[config.mk]
export PLATFORM = sky130hd
export DESIGN_NAME = breakpoint_address_table_core
export DESIGN_NICKNAME = d
export VERILOG_FILES = /design/src/hw/rtl/bat_pkg.sv /design/src/hw/rtl/bat_cell.sv /design/src/hw/rtl/breakpoint_address_table_core.sv
export SDC_FILE = /design/constraint.sdc
export NUM_CORES = 2
export LEC_CHECK = 0
export BUFFER_PORTS_ARGS = -buffer_cell sky130_fd_sc_hd__buf_2
export CAP_MARGIN = 10
export CORE_MARGIN = 10
export CORE_UTILIZATION = 60
export CTS_CLUSTER_DIAMETER = 100
export DETAILED_ROUTE_END_ITERATION = 8
export HOLD_SLACK_MARGIN = 0.06
export PLACE_DENSITY = 0.73
export SETUP_SLACK_MARGIN = 0.15
export SYNTH_ARGS = -nofsm -noshare
export SYNTH_HDL_FRONTEND = slang
export SYNTH_SLANG_ARGS = --single-unit
[constraint.sdc]
create_clock -name clk -period 25.4 [get_ports clk]
set_input_delay 2.54 -clock clk [delete_from_list [all_inputs] [get_ports clk]]
set_output_delay 2.54 -clock clk [all_outputs]
set_load 0.02 [all_outputs]
[src/hw/rtl/bat_pkg.sv]
// Shared types and constants for the breakpoint address table.
package bat_pkg;

  localparam int MAX_ENTRIES = 16;
  localparam int ADDR_W      = 64;
  localparam int CNT_W       = $clog2(MAX_ENTRIES + 1);
  localparam int ENTRY_W     = 5;
  localparam int REQ_W       = 3;
  localparam int IN_DATA_W   = 72;
  localparam int OUT_DATA_W  = 8;

  typedef enum logic [REQ_W-1:0] {
    REQ_ADD    = 3'd0,
    REQ_REMOVE = 3'd1,
    REQ_TOGGLE = 3'd2,
    REQ_CHECK  = 3'd3,
    REQ_HAS    = 3'd4,
    REQ_CLEAR  = 3'd5
  } req_t;

  typedef enum logic [1:0] {
    ST_OK        = 2'd0,
    ST_FULL      = 2'd1,
    ST_PRESENT   = 2'd2,
    ST_NOT_FOUND = 2'd3
  } status_t;

  // Update command broadcast to every cell; the strobes are already qualified.
  typedef struct packed {
    logic              add;
    logic              remove;
    logic              toggle;
    logic              clear;
    logic [ADDR_W-1:0] address;
  } bat_cmd_t;

  // Contents of one cell, handed to its lower neighbor.
  typedef struct packed {
    logic              valid;
    logic              enabled;
    logic [ADDR_W-1:0] address;
  } bat_link_t;

endpackage

[src/hw/rtl/bat_cell.sv]
// One table slot: holds an address and its enable bit and shifts down on removal.
module bat_cell import bat_pkg::*; (
  input  logic      clk,
  input  logic      rst,
  input  bat_cmd_t  cmd,
  input  bat_link_t upper,
  input  logic      lower_valid,
  input  logic      match_below,
  output bat_link_t cur,
  output logic      match,
  output logic      match_thru
);

  logic [ADDR_W-1:0] addr;
  logic              enabled;
  logic              valid;
  logic              append_here;
  logic              shift_in;

  assign match       = valid && (addr == cmd.address);
  assign match_thru  = match_below || match;
  // The first empty slot takes an appended address.
  assign append_here = cmd.add && !valid && lower_valid;
  // Every slot at or above the removed one takes its upper neighbor's contents.
  assign shift_in    = cmd.remove && match_thru;

  assign cur.valid   = valid;
  assign cur.enabled = enabled;
  assign cur.address = addr;

  always_ff @(posedge clk) begin
    if (rst) begin
      valid   <= 1'b0;
      enabled <= 1'b0;
    end else if (cmd.clear) begin
      valid   <= 1'b0;
      enabled <= 1'b0;
    end else if (append_here) begin
      valid   <= 1'b1;
      enabled <= 1'b1;
    end else if (shift_in) begin
      valid   <= upper.valid;
      enabled <= upper.enabled;
    end else if (cmd.toggle && match) begin
      enabled <= ~enabled;
    end
  end

  always_ff @(posedge clk) begin
    if (append_here) begin
      addr <= cmd.address;
    end else if (shift_in) begin
      addr <= upper.address;
    end
  end

endmodule

[src/hw/rtl/breakpoint_address_table_core.sv]
// Breakpoint address table: a row of slot cells and the request decode around it.
// A request transfer's result is registered and presented on the master side in the next cycle.
// Throughput: one request per cycle, set by the single compare pass over the cell row.
// A new request is taken while the output register is empty or being read.
// Reset (rst, synchronous, active high) empties the table and drops the output valid.
module breakpoint_address_table_core import bat_pkg::*; (
  input  logic                  clk,
  input  logic                  rst,
  input  logic                  s_tvalid,
  output logic                  s_tready,
  input  logic [IN_DATA_W-1:0]  s_tdata,   // req_type[2:0], address[66:3], zero pad
  output logic                  m_tvalid,
  input  logic                  m_tready,
  output logic [OUT_DATA_W-1:0] m_tdata    // status[1:0], hit[2], entry_count[7:3]
);

  // Request fields as they arrive on the slave side.
  req_t              req_type;
  logic [ADDR_W-1:0] req_address;
  logic              accept;

  // Per-cell views of the row.
  bat_link_t             cell_state [MAX_ENTRIES];
  bat_link_t             cell_upper [MAX_ENTRIES];
  logic [MAX_ENTRIES-1:0] cell_valid;
  logic [MAX_ENTRIES-1:0] cell_enabled;
  logic [MAX_ENTRIES-1:0] cell_match;
  logic [MAX_ENTRIES-1:0] cell_thru;
  logic [MAX_ENTRIES-1:0] cell_lower_valid;
  logic [MAX_ENTRIES-1:0] cell_below;

  logic      any_match;
  logic      enabled_match;
  logic      full;
  bat_cmd_t  cmd;

  // Bookkeeping and the output register.
  logic [CNT_W-1:0]   count;
  logic [CNT_W-1:0]   count_next;
  status_t            status_next;
  logic               hit_next;
  status_t            status;
  logic               hit;
  logic [ENTRY_W-1:0] entry_count;

  assign req_type    = req_t'(s_tdata[REQ_W-1:0]);
  assign req_address = s_tdata[REQ_W +: ADDR_W];

  // The output register frees up in the same cycle it is read.
  assign s_tready = !m_tvalid || m_tready;
  assign accept   = s_tvalid && s_tready;

  // Wiring of the row: cell 0 sits at the bottom, the top cell shifts in an empty slot.
  for (genvar i = 0; i < MAX_ENTRIES; i++) begin : g_cell
    if (i == MAX_ENTRIES - 1) begin : g_top
      assign cell_upper[i] = '0;
    end else begin : g_mid
      assign cell_upper[i] = cell_state[i+1];
    end
    if (i == 0) begin : g_bottom
      assign cell_lower_valid[i] = 1'b1;
      assign cell_below[i]       = 1'b0;
    end else begin : g_above
      assign cell_lower_valid[i] = cell_valid[i-1];
      assign cell_below[i]       = cell_thru[i-1];
    end

    assign cell_valid[i]   = cell_state[i].valid;
    assign cell_enabled[i] = cell_state[i].enabled;

    bat_cell u_cell (
      .clk         (clk),
      .rst         (rst),
      .cmd         (cmd),
      .upper       (cell_upper[i]),
      .lower_valid (cell_lower_valid[i]),
      .match_below (cell_below[i]),
      .cur         (cell_state[i]),
      .match       (cell_match[i]),
      .match_thru  (cell_thru[i])
    );
  end

  // Entries are never duplicated, so at most one cell matches.
  assign any_match     = cell_thru[MAX_ENTRIES-1];
  assign enabled_match = |(cell_match & cell_enabled);
  assign full          = cell_valid[MAX_ENTRIES-1];

  // Decode the request into qualified cell commands and the result fields.
  always_comb begin
    cmd         = '0;
    cmd.address = req_address;
    status_next = ST_OK;
    hit_next    = 1'b0;
    count_next  = count;
    case (req_type)
      REQ_ADD: begin
        if (full) begin
          status_next = ST_FULL;
        end else if (any_match) begin
          status_next = ST_PRESENT;
        end else begin
          cmd.add    = accept;
          count_next = count + 1'b1;
        end
      end
      REQ_REMOVE: begin
        if (any_match) begin
          cmd.remove = accept;
          count_next = count - 1'b1;
        end else begin
          status_next = ST_NOT_FOUND;
        end
      end
      REQ_TOGGLE: begin
        if (any_match) begin
          cmd.toggle = accept;
        end else begin
          status_next = ST_NOT_FOUND;
        end
      end
      REQ_CHECK: begin
        hit_next = enabled_match;
      end
      REQ_HAS: begin
        hit_next = any_match;
      end
      REQ_CLEAR: begin
        cmd.clear  = accept;
        count_next = '0;
      end
      default: begin
        // Unused request codes leave the table alone and report ok.
      end
    endcase
  end

  // Entry count and the result register.
  always_ff @(posedge clk) begin
    if (rst) begin
      count    <= '0;
      m_tvalid <= 1'b0;
    end else begin
      if (accept) begin
        count    <= count_next;
        m_tvalid <= 1'b1;
      end else if (m_tready) begin
        m_tvalid <= 1'b0;
      end
    end
  end

  always_ff @(posedge clk) begin
    if (accept) begin
      status      <= status_next;
      hit         <= hit_next;
      entry_count <= ENTRY_W'(count_next);
    end
  end

  assign m_tdata = {entry_count, hit, status};

  // The count always equals the number of occupied cells.
  assert property (@(posedge clk) disable iff (rst)
    $countones(cell_valid) == int'(count))
    else $error("entry count out of step with the occupied cells");

  // Occupied cells stay packed at the bottom of the row.
  assert property (@(posedge clk) disable iff (rst)
    (cell_valid & (cell_valid + 1'b1)) == '0)
    else $error("table entries are not packed");

  // A successful add grows the table by exactly one entry.
  assert property (@(posedge clk) disable iff (rst)
    accept && req_type == REQ_ADD && status_next == ST_OK
    |=> count == $past(count) + 1'b1)
    else $error("successful add did not grow the table by one");

  // No two occupied cells hold the same address.
  assert property (@(posedge clk) disable iff (rst)
    $onehot0(cell_match))
    else $error("duplicate address held in the table");

endmodule

Word-level counts from Yosys, hierarchy flattened:

Cells that the tools add are included.

* register bits after elaboration: 1070
* latch bits: 0
* RAM bits: 0
* bits in read-only memories: 0
* input port bits: 76
* word-level logic and storage cells: 373
* memories: 0

* add/subtract/negate cells: 2
* $mul: 0
* divide/modulo/power cells: 0
* magnitude comparators: 0
* equal/unequal tests: 21
* shifts and indexed selects: 0
* muxes and demuxes: 130
* bitwise gates (word level): 17
* reduce and logical (&&, ||, !) cells: 150

Operators by type and width (count)
* $mux 64: 32
* $eq 64x64->1: 16
* $mux 1: 89
* $logic_and 1x1->1: 80
* $reduce_bool 3->1: 16
* $reduce_bool 2->1: 17
* $logic_not 1->1: 17
* $and 16x16->16: 1
* $logic_or 1x1->1: 16
* $not 1->1: 16
* $reduce_or 16->1: 1
* $mux 5: 3
* $pmux 5 s3: 1
* $eq 3x2->1 const B: 2
* $eq 3x3->1 const B: 2
* $mux 2: 3
* $add 5x1->5 const B: 1
* $sub 5x1->5 const B: 1
* $pmux 2 s2: 1
* $reduce_or 2->1: 2
* $eq 3x1->1 const B: 1
* $logic_not 3->1: 1
* $pmux 1 s2: 1

Logic depth before layout (Yosys ltp):

* depth after elaboration: 23
* depth in mapped cells: 16
* mapped depth without buffers: 10

Cells and area by module:

A second synthesis with hierarchy kept.

* cell total of the unflattened synthesis: 6353
* area, all modules: 59161.7 um^2

By module, submodules not included
* bat_cell: times used 16, cells each 390, area an instance 3634.7 um^2, seq. area each 1961.9 um^2
* breakpoint_address_table_core: times used 1, cells each 113, area an instance 1006.0 um^2, seq. area each 360.3 um^2

Least setup slack after synthesis:

OpenSTA, ideal clock, no wires.

* path kind: input to register
* start: input port s_tdata[16]
* end: register g_cell[0].u_cell.addr[0] (enable)
* arrival time: 9.458 ns
* path slack: 15.367 ns
* stages: 12
* buffers on the path: 3
* cells stage by stage: buf_2 xnor2_1 nand4_1 or4_1 or4_1 o22ai_2 nor3_2 nand4b_2 buf_2 buf_2 nand2_1 o21ai_0

* cells in the longest elaborated chain, start to end: 22
* elaborated cells between the ends (all ways): 55
* those cells by class: 16 x eq/ne; 5 x mux; 34 x reduce/logical

RTL lines
* start: declaration: line breakpoint_address_table_core.sv:11 `input logic [IN_DATA_W-1:0] s_tdata,`
* $eq 64x64->1: line bat_cell.sv:20 `assign match = valid && (addr == cmd.address);`
* $logic_and 1x1->1: line bat_cell.sv:20
* $logic_or 1x1->1 (15 in a row): line bat_cell.sv:21 `assign match_thru = match_below || match;`
* $mux 1: line breakpoint_address_table_core.sv:100 `end else if (any_match) begin`
* $mux 1: line breakpoint_address_table_core.sv:98 `if (full) begin`
* $mux 1: line breakpoint_address_table_core.sv:96 `case (req_type)`
* $logic_and 1x1->1: line bat_cell.sv:23 `assign append_here = cmd.add && !valid && lower_valid;`
* $reduce_bool 2->1 (no source line) *
* end signal: assignment: line bat_cell.sv:51 `addr <= cmd.address;`
* end signal: assignment: line bat_cell.sv:53 `addr <= upper.address;`
* end: declaration: line bat_cell.sv:14 `logic [ADDR_W-1:0] addr;`

Mark *: on every way between the ends. The rest lies on a longest branch, timed or not.
A chain may end at the register's enable or synchronous reset.

Worst setup path after layout:

* start: input port s_tdata[10]
* end: register g_cell[13].u_cell.addr[55] (enable)

* cells in the longest elaborated chain, start to end: 23
* elaborated cells between the ends (all ways): 56
* those cells by class: 16 x eq/ne; 5 x mux; 35 x reduce/logical

RTL lines (line)
* $eq 64x64->1: bat_cell.sv:20
* $logic_and 1x1->1: bat_cell.sv:20
* $logic_or 1x1->1 (15 in a row): bat_cell.sv:21
* $mux 1: breakpoint_address_table_core.sv:100
* $mux 1: breakpoint_address_table_core.sv:98
* $mux 1: breakpoint_address_table_core.sv:96
* $logic_and 1x1->1 (2 in a row): bat_cell.sv:23
* $reduce_bool 2->1 (no source line) *
* end signal: assignment: bat_cell.sv:51
* end signal: assignment: bat_cell.sv:53
* end: declaration: bat_cell.sv:14

Marked as above.

==> impl_metrics.csv <==
group,metric,value,unit
run_status,status,"finished clean",
die,coreArea,98000,sq um
route,vias_per_cell,6.91,
clocking,post_cts_buffers,0,
sta,finalClockSkew,0.0280,ns
yosys,mappedNetlistNets,4496,
yosys,ys.flop_type,"edfxtp_1",
place,io_buffer_count,80,
yosys,synth_mux_area_share,18.7,%
sta,slew_violations,0,
worst_setup_path,end_kind,"flip-flop",
worst_setup_path,crit_required,25.75,ns
die,pin_count,86,
sta,fin_ws,17.49,ns
clocking,cts-root-buf,"clkbuf_16",
sta,hold_viol,0,
worst_setup_path,regToRegStartpoint,"g_cell[11].u_cell.addr[50]",
route,wirelength,216000,um
global_routing,use_met3,10.6,%
die,die_y,334,um
global_routing,grtUsageMet2,57.8,%
route,vias,39900,
yosys,synth_edf_count,1032,
route,antenna_left,0,
layout,mostFrequentLayoutCells,"edfxtp_1 (1032), mux2_2 (709), xnor2_1 (591)",
die,die-area,111000,sq um
place,post-place-ws,16.97,ns
clocking,cts_resized,0,
yosys,netlist_area,59000,sq um
yosys,synth_area_per_cell,13.4,sq um
die,die_x,334,um
route,wl_per_cell,37.4,um
layout,final_area,63800,sq um
power,p_leak,19.1,nW
yosys,synth_top_family_by_area,"multiplexers",
clocking,clk_latency,0.74,ns
layout,fillers,7299,
worst_setup_path,crit_type,"input pin to flip-flop",
place,place.gp.congestion,0.972,
global_routing,antenna_found_initial,10,
run,maxCapViolations,0,
global_routing,overflow,0,
worst_setup_path,startpoint,"s_tdata[10]",
die,num_rows,115,
clocking,htree_levels,3,
yosys,synthArstFlopShare,0,%
place,dp_hpwl,147000,um
clocking,clkTransAtPathRegs,0.06,ns
layout,final_common_cell,"edfxtp_1",
sta,min_period,7.91,ns
layout,nNetsFinal,4468,
place,dpl_cell_area,60100,sq um
sta,finalSetupViolations,0,
yosys,seq_area_frac_synth,53.8,%
clocking,postCtsHoldBufs,0,
layout,syn2layout_area_growth,8.13,%
sta,slew_headroom,18.7,%
yosys,synth_seq_cells,1070,
worst_hold_path,min-delay-start,"m_tvalid",
global_routing,gr-usage-all-layers,37.8,%
clocking,numCtsBuffers,116,
route,drt_iter0_markers,5907,
route,drc,0,
global_routing,first_global_vias,38200,
yosys,synth_fa_ha_area_share,0.0424,%
global_routing,grt.busiest_layer,"met2",
yosys,synthCells,4418,
clocking,ctsLongestPathBuffers,3,
die,initial_core_util,60.3,%
clocking,numClockSinks,1070,
sta,fmax,126,MHz
yosys,synth_xor_area_share,11.2,%
worst_setup_path,crit_path_max_fanout,65,
sta,finalSetupTns,0,ns
layout,layout-drive-gt1-share,25.0,%
power,ir_drop,61.8,uV
global_routing,grt_pass1_wl,297000,um
yosys,synth_simple_gate_area_share,8.23,%
sta,tightest_slew,1.21,ns
sta,finalCritPeriodShare,31.1,%
worst_hold_path,hold_class,"flip-flop to flip-flop",
worst_setup_path,crit_arrival,8.26,ns
global_routing,grt_max_degree,68,
global_routing,grt_use_met1,48.3,%
yosys,yosysUniqueCellTypes,79,
power,power.density,60.5,nW/um^2
route,dr.pass1.iters,6,
sta,rsz0062_at_grt,"no",
power,finalPower,3.86,mW
yosys,synth-compound-area-share,3.91,%
yosys,synth_warnings,0,
worst_setup_path,start_kind,"input pin",
clocking,cts_tree,"yes",
[layout make-up]
type / instances / area, sq um / area share, %
Tap cell: 1287 / 1610 / 2.52
Sequential cell: 1070 / 31800 / 49.7
Inverter: 110 / 413 / 0.647
Clock inverter: 71 / 632 / 0.990
Antenna cell: 5 / 12.5 / 0.0196
Multi-Input combinational cell: 2891 / 25000 / 39.2
Clock buffer: 144 / 3070 / 4.81
Timing Repair Buffer: 201 / 1310 / 2.05
[state kept, by name, summed over array words and instances (netlist names)]
signal	cells
g_cell.u_cell.addr	1024
entry_count	5
m_tvalid	1
status	2
count	5
g_cell.u_cell.valid	16
hit	1
g_cell.u_cell.enabled	16
[worst max-delay path, cell delays in order]
cell and delay [ns]:
buf_2 0.54, buf_4 0.53, xnor2_1 0.17, nand4_1 0.13, nor4_1 0.66, nand4_1 0.31
nor4_1 1.07, nor4_2 0.20, nand4b_2 0.24, nor3_4 0.04, buf_4 0.25, and3b_2 0.25
buf_4 0.35, or2_2 0.43, buf_4 0.39
[kinds of logic after synthesis]
kind of cell             after synthesis
adder cells (fa/ha/maj)                2
XOR/XNOR                             758
AND/OR/NAND/NOR                      840
multiplexers                         990
buffers and inverters                457
AO/OA/AOI/OAI                        301
flip-flops                          1070
[through the flow]
stage                     hold WS, ns  std cells  utilization (%)
after floorplan                 0.490       4418                -
after global placement          0.501       5559             61.4
after detailed placement        0.521       5559             61.4
after CTS                       0.533       5774             65.1
after global routing            0.560       5776             65.1
final                           0.526       5779             65.1
[metal layers]
metal  part of all wire (%)  vias to the layer above
met2                     44                     2892
met3                     12                      748
li1                       -                    16400
met1                     36                    19900
met4                    7.0                       12
met5                   0.13                        -
[where the power goes]
part           internal, mW  switching [mW]  leakage (nW)
registers              1.91         0.00126          8.12
logic                0.0692           0.190          9.23
clock network         0.946           0.746          1.80
total                  2.92           0.937          19.1
[cells in the mapped netlist (4+ instances only)]
master     number  area (sq um)
edfxtp_1     1032         31000
mux2_2        709          7980
xnor2_1       591          5180
mux2_1        217          2440
nand2b_1      204          1280
xor2_1        167          1460
nand4_1       147           920
buf_4         129           968
buf_2         125           626
nor4_1         98           613
nor2_1         97           364
inv_1          93           349
clkbuf_1       88           330
nand2_1        77           289
o2111ai_1      68           596
mux2i_1        64           641
nor2b_1        59           369
o22ai_1        43           269
a21oi_1        41           205
nor3_1         39           195
dfxtp_1        38           761
nand3_1        37           185
o21ai_0        23           115
and2_1         22           138
o221ai_1       22           193
a2111oi_0      20           175
inv_2          15          56.3
a2111o_1       10           113
o2bb2ai_1       9          78.8
o211ai_1        8          60.1
a221o_1         7          70.1
nand3b_1        7          52.6
or4_1           7          52.6
a22o_1          6          52.6
and3_1          6          37.5
nand3b_2        6          67.6
or3_1           6          37.5
a221oi_1        5          43.8
and4_1          5          43.8
a222oi_1        4          40.0
a22oi_1         4          30.0
buf_6           4          45.0
nor3b_1         4          30.0
[worst paths after layout]
check | cells after the start | to | slack, ns
setup reg to reg | 13 | g_cell[13].u_cell.addr[55] | 19.91
setup / recovery | 15 | g_cell[13].u_cell.addr[55] | 17.49
hold reg to reg | 2 | m_tvalid | 0.53
hold / removal | 2 | m_tvalid | 0.53
Power figures use the tool's default switching activity.
